`src/rtl/ectd_pkg.sv`:
```
package ectd_pkg;

	// Seconds per day split as 2^7 * 675; quotient estimate by reciprocal
	localparam int unsigned DayShift = 7;
	localparam logic [9:0]  DayOdd   = 10'd675;
	localparam logic [15:0] DayRecip = 16'd49710;   // floor(2^25 / 675)
	localparam int unsigned DayK     = 25;

	// Seconds per hour split as 2^4 * 225
	localparam logic [7:0]  HourOdd   = 8'd225;
	localparam logic [5:0]  HourRecip = 6'd36;      // floor(2^13 / 225)
	localparam int unsigned HourK     = 13;

	// Seconds per minute split as 2^2 * 15
	localparam logic [3:0]  MinOdd   = 4'd15;
	localparam logic [6:0]  MinRecip = 7'd68;       // floor(2^10 / 15)
	localparam int unsigned MinK     = 10;

	// Four-year cycles counted from 1968-03-01
	localparam logic [15:0] CycDays   = 16'd1461;
	localparam logic [5:0]  CycRecip  = 6'd44;      // floor(2^16 / 1461)
	localparam int unsigned CycK      = 16;
	localparam logic [15:0] EpochOfs  = 16'd671;    // 1968-03-01 to 1970-01-01
	localparam logic [15:0] Day2100   = 16'd47541;  // 2100-03-01 since the epoch
	localparam logic [11:0] BaseYear  = 12'd1968;
	localparam logic [8:0]  YearDays  = 9'd365;

	// First day of each month in a year that starts on 1 March
	function automatic logic [8:0] month_start(input logic [3:0] mp);
		logic [8:0] r;
		case (mp)
			4'd0:    r = 9'd0;
			4'd1:    r = 9'd31;
			4'd2:    r = 9'd61;
			4'd3:    r = 9'd92;
			4'd4:    r = 9'd122;
			4'd5:    r = 9'd153;
			4'd6:    r = 9'd184;
			4'd7:    r = 9'd214;
			4'd8:    r = 9'd245;
			4'd9:    r = 9'd275;
			4'd10:   r = 9'd306;
			4'd11:   r = 9'd337;
			default: r = 9'd0;
		endcase
		return r;
	endfunction

endpackage

```
`src/rtl/epoch_to_calendar_datetime.sv`:
```
// Converts a 32-bit count of seconds since 1970-01-01 00:00:00 into the
// Gregorian year, month, day, hour, minute and second. A beat is taken on
// every cycle in which start is high (busy is always low), and its result
// appears on done, for one cycle, from the fifth stage register; the receiver
// cannot stall it. The five-stage pipeline takes a new beat each cycle:
// stage one forms the day-count reciprocal product, stage two corrects the
// day count and seconds of day, stage three yields the hour and the
// four-year cycle estimate, stage four the minute, second and cycle
// remainder, and stage five the year, month and day. The leap rule covers
// the whole input range, including 2100 as a common year.
module epoch_to_calendar_datetime (
	input  logic        clk,
	input  logic        arst_n,
	input  logic        start,
	output logic        busy,
	input  logic [31:0] epoch_seconds,
	output logic        done,
	output logic [11:0] year,
	output logic [3:0]  month,
	output logic [4:0]  day_of_month,
	output logic [4:0]  hour,
	output logic [5:0]  minute,
	output logic [5:0]  second
);

	// Pipeline valid bits
	logic valid_s1, valid_s2, valid_s3, valid_s4, valid_s5;

	// Stage 1 registers
	logic [24:0] x_s1;
	logic [6:0]  lo_s1;
	logic [40:0] prod_s1;

	// Stage 2 registers
	logic [15:0] days_s2;
	logic [16:0] srem_s2;

	// Stage 3 registers
	logic [4:0]  hour_s3;
	logic [11:0] rest_s3;
	logic [15:0] z_s3;
	logic [5:0]  cyce_s3;

	// Stage 4 registers
	logic [4:0]  hour_s4;
	logic [5:0]  min_s4;
	logic [5:0]  sec_s4;
	logic [5:0]  cyc_s4;
	logic [10:0] crem_s4;

	// Stage 5 registers
	logic [11:0] year_s5;
	logic [3:0]  month_s5;
	logic [4:0]  day_s5;
	logic [4:0]  hour_s5;
	logic [5:0]  min_s5;
	logic [5:0]  sec_s5;

	// Stage 2 logic
	logic [15:0] dq_est;
	logic [25:0] dq_mul;
	logic [25:0] dr_raw;
	logic        dr_fix;
	logic [15:0] days_c;
	logic [9:0]  dr_c;

	// Stage 3 logic
	logic [12:0] hx;
	logic [18:0] hprod;
	logic [4:0]  hq_est;
	logic [12:0] hr_raw;
	logic        hr_fix;
	logic [4:0]  hour_c;
	logic [7:0]  hr_c;
	logic [15:0] z_c;
	logic [21:0] zprod;

	// Stage 4 logic
	logic [9:0]  mx;
	logic [16:0] mprod;
	logic [5:0]  mq_est;
	logic [9:0]  mr_raw;
	logic        mr_fix;
	logic [5:0]  min_c;
	logic [3:0]  mr_c;
	logic [15:0] cr_raw;
	logic        cr_fix;
	logic [5:0]  cyc_c;
	logic [10:0] cr_c;

	// Stage 5 logic
	logic [1:0]  yoe;
	logic [8:0]  doy;
	logic [3:0]  mp;
	logic [8:0]  dom;
	logic [3:0]  month_c;
	logic [11:0] year_c;

	// The pipeline never refuses a beat
	assign busy = 1'b0;

	// Advance the valid bits
	always_ff @(posedge clk or negedge arst_n) begin
		if (!arst_n) begin
			valid_s1 <= 1'b0;
			valid_s2 <= 1'b0;
			valid_s3 <= 1'b0;
			valid_s4 <= 1'b0;
			valid_s5 <= 1'b0;
		end else begin
			valid_s1 <= start & ~busy;
			valid_s2 <= valid_s1;
			valid_s3 <= valid_s2;
			valid_s4 <= valid_s3;
			valid_s5 <= valid_s4;
		end
	end

	// Stage 1: reciprocal product for the whole-day count
	always_ff @(posedge clk) begin
		x_s1    <= epoch_seconds[31:ectd_pkg::DayShift];
		lo_s1   <= epoch_seconds[ectd_pkg::DayShift-1:0];
		prod_s1 <= 41'(epoch_seconds[31:ectd_pkg::DayShift]) * 41'(ectd_pkg::DayRecip);
	end

	// Stage 2: correct the day estimate by one, form seconds of the day
	always_comb begin
		dq_est = prod_s1[40:ectd_pkg::DayK];
		dq_mul = 26'(dq_est) * 26'(ectd_pkg::DayOdd);
		dr_raw = 26'(x_s1) - dq_mul;
		dr_fix = dr_raw >= 26'(ectd_pkg::DayOdd);
		days_c = dr_fix ? dq_est + 16'd1 : dq_est;
		dr_c   = dr_fix ? 10'(dr_raw - 26'(ectd_pkg::DayOdd)) : dr_raw[9:0];
	end

	always_ff @(posedge clk) begin
		days_s2 <= days_c;
		srem_s2 <= {dr_c, lo_s1};
	end

	// Stage 3: hour of day, shifted day count and cycle estimate
	always_comb begin
		hx     = srem_s2[16:4];
		hprod  = 19'(hx) * 19'(ectd_pkg::HourRecip);
		hq_est = hprod[17:ectd_pkg::HourK];
		hr_raw = hx - 13'(hq_est) * 13'(ectd_pkg::HourOdd);
		hr_fix = hr_raw >= 13'(ectd_pkg::HourOdd);
		hour_c = hr_fix ? hq_est + 5'd1 : hq_est;
		hr_c   = hr_fix ? 8'(hr_raw - 13'(ectd_pkg::HourOdd)) : hr_raw[7:0];
		// Insert a phantom 29 February 2100 so the four-year cycle holds
		z_c    = days_s2 + ectd_pkg::EpochOfs
		         + ((days_s2 >= ectd_pkg::Day2100) ? 16'd1 : 16'd0);
		zprod  = 22'(z_c) * 22'(ectd_pkg::CycRecip);
	end

	always_ff @(posedge clk) begin
		hour_s3 <= hour_c;
		rest_s3 <= {hr_c, srem_s2[3:0]};
		z_s3    <= z_c;
		cyce_s3 <= zprod[21:ectd_pkg::CycK];
	end

	// Stage 4: minute, second and cycle remainder
	always_comb begin
		mx     = rest_s3[11:2];
		mprod  = 17'(mx) * 17'(ectd_pkg::MinRecip);
		mq_est = mprod[15:ectd_pkg::MinK];
		mr_raw = mx - 10'(mq_est) * 10'(ectd_pkg::MinOdd);
		mr_fix = mr_raw >= 10'(ectd_pkg::MinOdd);
		min_c  = mr_fix ? mq_est + 6'd1 : mq_est;
		mr_c   = mr_fix ? 4'(mr_raw - 10'(ectd_pkg::MinOdd)) : mr_raw[3:0];
		cr_raw = z_s3 - 16'(cyce_s3) * ectd_pkg::CycDays;
		cr_fix = cr_raw >= ectd_pkg::CycDays;
		cyc_c  = cr_fix ? cyce_s3 + 6'd1 : cyce_s3;
		cr_c   = cr_fix ? 11'(cr_raw - ectd_pkg::CycDays) : cr_raw[10:0];
	end

	always_ff @(posedge clk) begin
		hour_s4 <= hour_s3;
		min_s4  <= min_c;
		sec_s4  <= {mr_c, rest_s3[1:0]};
		cyc_s4  <= cyc_c;
		crem_s4 <= cr_c;
	end

	// Stage 5: year in cycle, month and day from a March-based year
	always_comb begin
		yoe = 2'd0;
		if (crem_s4 >= 11'(2 * ectd_pkg::YearDays)) begin
			yoe = 2'd1;
		end
		if (crem_s4 >= 11'(ectd_pkg::YearDays)) begin
			yoe = yoe + 2'd1;
		end
		if (crem_s4 >= 11'(3 * ectd_pkg::YearDays)) begin
			yoe = yoe + 2'd1;
		end
		doy = 9'(crem_s4 - 11'(yoe) * 11'(ectd_pkg::YearDays));
		mp  = 4'd0;
		for (int i = 1; i < 12; i++) begin
			if (doy >= ectd_pkg::month_start(4'(i))) begin
				mp = 4'(i);
			end
		end
		dom     = doy - ectd_pkg::month_start(mp) + 9'd1;
		month_c = (mp < 4'd10) ? mp + 4'd3 : mp - 4'd9;
		year_c  = ectd_pkg::BaseYear + {4'd0, cyc_s4, 2'b00} + 12'(yoe)
		          + ((mp >= 4'd10) ? 12'd1 : 12'd0);
	end

	always_ff @(posedge clk) begin
		year_s5  <= year_c;
		month_s5 <= month_c;
		day_s5   <= dom[4:0];
		hour_s5  <= hour_s4;
		min_s5   <= min_s4;
		sec_s5   <= sec_s4;
	end

	// Drive the result ports from the last stage
	assign done         = valid_s5;
	assign year         = year_s5;
	assign month        = month_s5;
	assign day_of_month = day_s5;
	assign hour         = hour_s5;
	assign minute       = min_s5;
	assign second       = sec_s5;

	// Every accepted beat comes out on done from the last stage
	a_latency: assert property (@(posedge clk) disable iff (!arst_n)
		start && !busy |-> ##5 done)
		else $error("accepted beat did not emerge after five cycles");

	// No result without a matching earlier input beat
	a_no_ghost: assert property (@(posedge clk) disable iff (!arst_n)
		done |-> $past(start, 5))
		else $error("result without matching input beat");

	// Date fields within calendar range
	a_date_range: assert property (@(posedge clk) disable iff (!arst_n)
		done |-> (month >= 4'd1 && month <= 4'd12 && day_of_month >= 5'd1
		          && year >= 12'd1970 && year <= 12'd2106))
		else $error("date field out of range");

	// Time fields within range
	a_time_range: assert property (@(posedge clk) disable iff (!arst_n)
		done |-> (hour <= 5'd23 && minute <= 6'd59 && second <= 6'd59))
		else $error("time field out of range");

endmodule

```
`config.mk`:
```
export PLATFORM = sky130hd
export DESIGN_NAME = epoch_to_calendar_datetime
export DESIGN_NICKNAME = d
export VERILOG_FILES = /design/src/rtl/ectd_pkg.sv /design/src/rtl/epoch_to_calendar_datetime.sv
export SDC_FILE = /design/constraint.sdc
export NUM_CORES = 1
export LEC_CHECK = 0
export BUFFER_PORTS_ARGS = -buffer_cell sky130_fd_sc_hd__clkbuf_2
export CAP_MARGIN = 20
export CELL_PAD_IN_SITES_DETAIL_PLACEMENT = 2
export CELL_PAD_IN_SITES_GLOBAL_PLACEMENT = 2
export CORE_MARGIN = 1
export CORE_UTILIZATION = 45
export DETAILED_ROUTE_END_ITERATION = 10
export GPL_TIMING_DRIVEN = 0
export PLACE_DENSITY = 0.88
export SLEW_MARGIN = 20
export SYNTH_ARGS = -nofsm -noshare
export SYNTH_HDL_FRONTEND = slang
export SYNTH_SLANG_ARGS = --single-unit
```
`constraint.sdc`:
```
create_clock -name clk -period 13.6 [get_ports clk]
set_clock_uncertainty 0.2 [all_clocks]
set_input_delay 0.68 -clock clk [delete_from_list [all_inputs] [get_ports clk]]
set_output_delay 0.68 -clock clk [all_outputs]
set_load 0.05 [all_outputs]
```
==> summary.txt, run 1 <==
Floorplan
  – Core area: around 48000 sq um
  – Num ports: 75
  – Rows: 80
  – Effective utilization at floorplan: between 40% and 50%
  – Die Y: ~220 um
  – Die width: roughly 220 um
  – Die footprint: roughly 50000 sq um

Finish
  – Nets: slightly above 3000
  – Area added between synthesis and finish: 8.007%
  – Post-Layout Inst Area: around 24000 sq um
  – Layout cells sized above 1: roughly 6.3%
  – Antenna fix cells: 0

Placement
  – Final HPWL DP: just over 60000 um
  – Global placement routability congestion: ~0.86
  – Port bufs: 73
  – Post-DP Area: 23070 sq um

Clock network
  – Clk root buf: clkbuf_16
  – CTS tree: built
  – Cts repair resizes: 0
  – Worst skew pair latency: slightly below 500 ps
  – Setup bufs post-CTS: 0
  – Clk buf depth: 2
  – CTS sink cnt: 197
  – CTS clk-pin slew, worst paths: around 90 ps
  – H-tree depth reported by CTS: 4
  – TritonCTS buffer count: 17

Timing
  – Setup TNS: 0 ps
  – Final Hold Fails: 0
  – Crit share post-route: about three fifths
  – Endpoints failing setup: 0
  – Minimum clock period: between 8000 and 9000 ps
  – Slew Viols, Final: 0
  – Fmax achieved: between 100 and 150 MHz
  – RSZ-0062 raised after global routing: false
  – Tightest Pin Transition: ~1100 ps
  – Rel. slew slack: 27.68%

Detailed routing
  – DRT Pass-1 Iters: 5
  – Final wirelength: 79260 um
  – Vias: 17470
  – Vias per cell: around 5.8
  – Avg WL per Cell: approximately 26 um
  – Residual DRC: 0
  – Antenna viol nets, final: 0
  – Initial drt markers: between 700 and 800

Setup path
  – WP data required: about 14000 ps
  – CP Launch Type: register
  – CP max stage delay: 560 ps
  – Critical setup path kind: reg -> reg
  – Crit path DAT: ~8500 ps
  – Cell with the most instances on the worst path: ha_1
  – Critical Path Sink Type: register
  – CP Max Fanout: 10
  – CP max stage cell: xnor2_1

Hold path
  – Worst Hold Class: in -> reg

Synthesis
  – Gate Count Post-Synth: around 2300
  – Syn_area_per_cell: 9.502 sq um
  – Sequential area share after synthesis: between 10% and 20%
  – Synth cell types: 86
  – Number of synthesized flops with an enable pin: 0
  – Post-Syn Area: roughly 22000 sq um
  – Cell with the most instances after synthesis: inv_1
  – Synth top area share: between 20% and 30%
  – Yosys reg bits: 197
  – Commonest cells post-synth: inv_1, ha_1, fa_1, dfxtp_1, xnor2_1
  – Post-synth ARST share: roughly 2.5%
  – Synth Flop Type: dfxtp_1
  – Synth top area cells: ha_1, fa_1, dfxtp_1
  – Area leader, netlist: ha_1
  – Net Count, Synth: a little over 3000
  – Ys Warns: 0

Global route
  – Vias in the first global route: approximately 21000
  – Largest net degree at the start of global routing: 20
  – GRT overflow: 0
  – Initial antenna violation count: 0
  – First-pass GRT wire length: approximately 120000 um
  – GR Util All Layers: 32.83%

Flow run
  – Max-cap viol count: 0

Status
  – Status: completed
==> sequential cells by signal, indices dropped and copies added, names as in the netlist, 6 cells and up <==
| signal | flops |
|---|---|
| lo_s1 | 7 |
| minute | 6 |
| x_s1 | 25 |
| prod_s1 | 16 |
| srem_s2 | 17 |
| second | 6 |
| days_s2 | 16 |
| cyc_s4 | 6 |
| sec_s4 | 6 |
| year | 12 |
| min_s4 | 6 |
| cyce_s3 | 6 |
| crem_s4 | 11 |
| rest_s3 | 12 |
| z_s3 | 16 |
==> layout by cell type (no fill, tap or decap), types with 9 or more instances in the layout <==
master,instances
nand2_1,94
nand4_1,23
o31ai_1,9
nand3_1,27
inv_1,544
and3_1,16
nor3_1,23
fa_1,214
and2_1,9
a21oi_1,79
mux2i_1,9
nor4_1,10
a211oi_1,13
a21o_1,30
or2_2,15
nand2b_1,19
a31oi_1,14
o211ai_1,14
clkbuf_16,17
clkbuf_2,73
nor2_1,77
xnor2_1,108
xor2_1,50
a21boi_0,11
nor2b_1,18
o21a_1,17
o21ai_0,67
dfxtp_1,192
o21bai_1,9
ha_1,468
==> cell families after synthesis <==
group / Yosys count / synth area share, %
AO/OA/AOI/OAI: 333 / 10.24
XOR/XNOR: 161 / 6.621
adder cells (fa/ha/maj): 682 / 46.22
buffers and inverters: 558 / 9.621
flip-flops: 197 / 18.09
multiplexers: 17 / 0.8383
other: 1 / 0.01709
AND/OR/NAND/NOR: 360 / 8.360
==> what timing repair did <==
item                                    in CTS  in global routing
hold buffers                                 1                  0
hold endpoints to repair                     5                  0
endpoints found under the setup margin       0                  0
==> per-stage QoR <==
stage | hold slack, ps | instances | worst slack [ps] | utilization [%]
CTS | 64.28 | 3030 | 5364 | 49.42
global placement | 110.5 | 2997 | 6124 | 48.13
global route | 78.23 | 3030 | 4704 | 49.42
finish | 88.28 | 3030 | 5275 | 49.42
detailed placement | 113.2 | 2997 | 5659 | 48.13
floorplan | 109.6 | 2309 | 7256 | -
==> per-layer routing <==
layer | share of wire (%) | vias to the layer above | GRT usage (%)
li1 | - | 7734 | -
met1 | 35 | 8898 | 31.54
met2 | 56 | 513 | 64.81
met3 | 2.8 | 324 | 4.113
met4 | 6.6 | 0 | 21.45
met5 | 0 | - | 0
==> critical path, delay by kind of cell, from the launching register on <==
family,cells,cell delay [ps]
flip-flops,1,400
XOR/XNOR,4,1170
adder cells (fa/ha/maj),5,1370
AO/OA/AOI/OAI,11,2830
AND/OR/NAND/NOR,5,1120
buffers and inverters,5,1140
==> area by class of cell <==
class | count | area, sq um
Multi-Input combinational cell | 1554 | 15860
Timing Repair Buffer | 74 | 375.4
Sequential cell | 197 | 3969
Inverter | 545 | 2046
Fill cell | 5097 | 24250
Clock buffer | 18 | 429.2
Buffer | 13 | 65.06
Clock inverter | 14 | 182.7
Tap cell | 615 | 769.5
==> path summary, 6_finish.rpt <==
kind	from	slack, ps	endpoint	cells past startpoint
max in group asynchronous	arst_n	12680	valid_s3	2
min in group asynchronous	arst_n	360	valid_s4	2
max reg2reg	crem_s4[1]	5270	day_of_month[4]	30
min reg2reg	min_s4[4]	130	minute[4]	0
max	crem_s4[1]	5270	day_of_month[4]	30
min	epoch_seconds[2]	90	lo_s1[2]	1
Power of run 1 is left out: the tool's default activity adds up to more than one toggle a clock period on the data nets, which glitch-free logic cannot reach.
==> run 2, diff against run 1 <==
--- a/config.mk
+++ b/config.mk
@@ -10,10 +10,10 @@
 export CELL_PAD_IN_SITES_DETAIL_PLACEMENT = 2
 export CELL_PAD_IN_SITES_GLOBAL_PLACEMENT = 2
 export CORE_MARGIN = 1
-export CORE_UTILIZATION = 45
+export CORE_UTILIZATION = 42
 export DETAILED_ROUTE_END_ITERATION = 10
 export GPL_TIMING_DRIVEN = 0
-export PLACE_DENSITY = 0.88
+export PLACE_DENSITY = 0.83
 export SLEW_MARGIN = 20
 export SYNTH_ARGS = -nofsm -noshare
 export SYNTH_HDL_FRONTEND = slang
==> constraint.sdc (replaced) <==
create_clock -name clk -period 7.73 [get_ports clk]
set_clock_uncertainty 0.2 [all_clocks]
set_input_delay 0.3865 -clock clk [delete_from_list [all_inputs] [get_ports clk]]
set_output_delay 0.3865 -clock clk [all_outputs]
set_load 0.05 [all_outputs]
==> summary.txt, run 2 (synthesis results as in run 1) <==
Finish
  – Biggest register: x_s1
  – Layout cells sized above 1: about 6.8%
  – Antenna fix cells: 0
  – Area added between synthesis and finish: 10.02%
  – Biggest regs: x_s1 (25), srem_s2 (17)
  – Final core utilization: between 40% and 50%
  – Nets: between 3000 and 4000
  – Most frequent cells in the layout: inv_1, ha_1, fa_1, dfxtp_1, xnor2_1
  – Leading cell type in the layout, fill and taps excluded: inv_1
  – Post-Layout Inst Area: around 24000 sq um
  – Max FFs per register: 25

Setup path
  – Critical setup path kind: reg -> reg
  – CP Launch Type: register
  – Crit path DAT: approximately 7500 ps
  – CP Max Fanout: 7
  – RR Startpoint: crem_s4[1]
  – WP data required: about 7900 ps
  – Critical Path Sink Type: register
  – CP max stage cell: a211oi_2
  – Worst Setup SP: crem_s4[1]
  – Cell with the most instances on the worst path: ha_1
  – CP max stage delay: between 400 and 500 ps

Clock network
  – H-tree depth reported by CTS: 4
  – CTS sink cnt: between 150 and 200
  – Clk root buf: clkbuf_16
  – CTS clk-pin slew, worst paths: 90 ps
  – Worst skew pair latency: ~500 ps
  – TritonCTS buffer count: 17
  – Clk buf depth: 2
  – CTS tree: built

Timing
  – Fmax achieved: ~140 MHz
  – WHS: about 20 ps
  – Endpoints failing setup: 0
  – PnR worst setup slack: between 400 and 500 ps
  – RSZ-0062 raised after global routing: true
  – Rel. slew slack: around two fifths
  – Crit share post-route: between 90 and 100%
  – Minimum clock period: about 7300 ps
  – Slew Viols, Final: 0
  – Tightest Pin Transition: a little over 900 ps
  – Final Hold Fails: 0

Floorplan
  – Die width: 230.6 um
  – Rows: just over 80
  – Effective utilization at floorplan: 42.59%
  – Core area: 51510 sq um
  – Die Y: 230.6 um
  – Num ports: 75
  – Die footprint: between 50000 and 60000 sq um

Detailed routing
  – Vias: between 15000 and 20000
  – Residual DRC: 0
  – Final wirelength: around 68000 um
  – Initial drt markers: between 400 and 500
  – DRT Pass-1 Iters: 4
  – Antenna viol nets, final: 0
  – Vias per cell: approximately 5.3
  – Avg WL per Cell: roughly 22 um

Global route
  – Vias in the first global route: slightly above 20000
  – Largest net degree at the start of global routing: 22
  – M1 GR Usage: a little over a quarter
  – GRT overflow: 0
  – Grt peak-use layer: met2
  – Initial antenna violation count: 0
  – First-pass GRT wire length: about 110000 um
  – GRT met2 Usage: 52.83%
  – GR Util All Layers: roughly a quarter
  – GR Layer Usage met3: approximately 3.3%

Placement
  – Port bufs: 73
  – Post-DP Area: roughly 23000 sq um
  – Final HPWL DP: between 50000 and 60000 um
  – Global placement routability congestion: between 0.8 and 0.9
  – Pre-CTS WS: -114.5 ps

Flow run
  – Max-cap viol count: 0

Hold path
  – Hold_sp: epoch_seconds[12]
  – Worst Hold Class: in -> reg

Status
  – Status: completed
## run 2: per-stage QoR
| stage | cells | setup TNS [ps] |
|---|---|---|
| CTS | 3124 | 0 |
| detailed placement | 3062 | -114.5 |
| finish | 3126 | 0 |
| global placement | 3062 | 0 |
| floorplan | 2309 | 0 |
| global route | 3126 | -103.4 |
## run 2: final cells by class
cell class              instances  area, sq um
plain buffers                  13        66.31
clock buffers                  17        425.4
clock inverters                15        172.7
fillers                      5550        27370
inverters                     545         2046
multi-input cells            1554        15930
flip-flops and latches        197         3969
well taps                     680        850.8
repair buffers                105        680.7
## run 2: final timing paths
check                           slack (ps)  depth (start not counted)               to
worst max-delay path                   400                         30  day_of_month[4]
worst min-delay path                    20                          1          x_s1[5]
worst max register to register         400                         30  day_of_month[4]
worst min register to register         130                          0        second[4]
max in group asynchronous             7130                          2             done
min in group asynchronous               50                          2         valid_s3
## run 2: layer usage
layer | wire, um | vias up
met4 | 3056 | 0
met2 | 38010 | 293
met5 | 0 | -
met1 | 25050 | 8364
li1 | - | 7793
met3 | 1433 | 178
## run 2: worst max-delay path, delay by kind of cell (launching register included)
kind	cells	cell delay, ps
buffers and inverters	2	310
adders and majority gates	6	1770
DFF	1	400
xor gates and xnor gates	5	1000
and+or+nand+nor	5	890
muxes	1	230
AOI/OAI and AO/OA	11	2430
## run 2: what timing repair did
item                                    CTS  global route
endpoints found under the setup margin    1            15
hold endpoints to repair                 34             0
pin swaps                                 0             1
buffers inserted                          0             2
resized for setup                         3            10
hold buffers                             30             0
Power of run 2 is left out for the same reason.
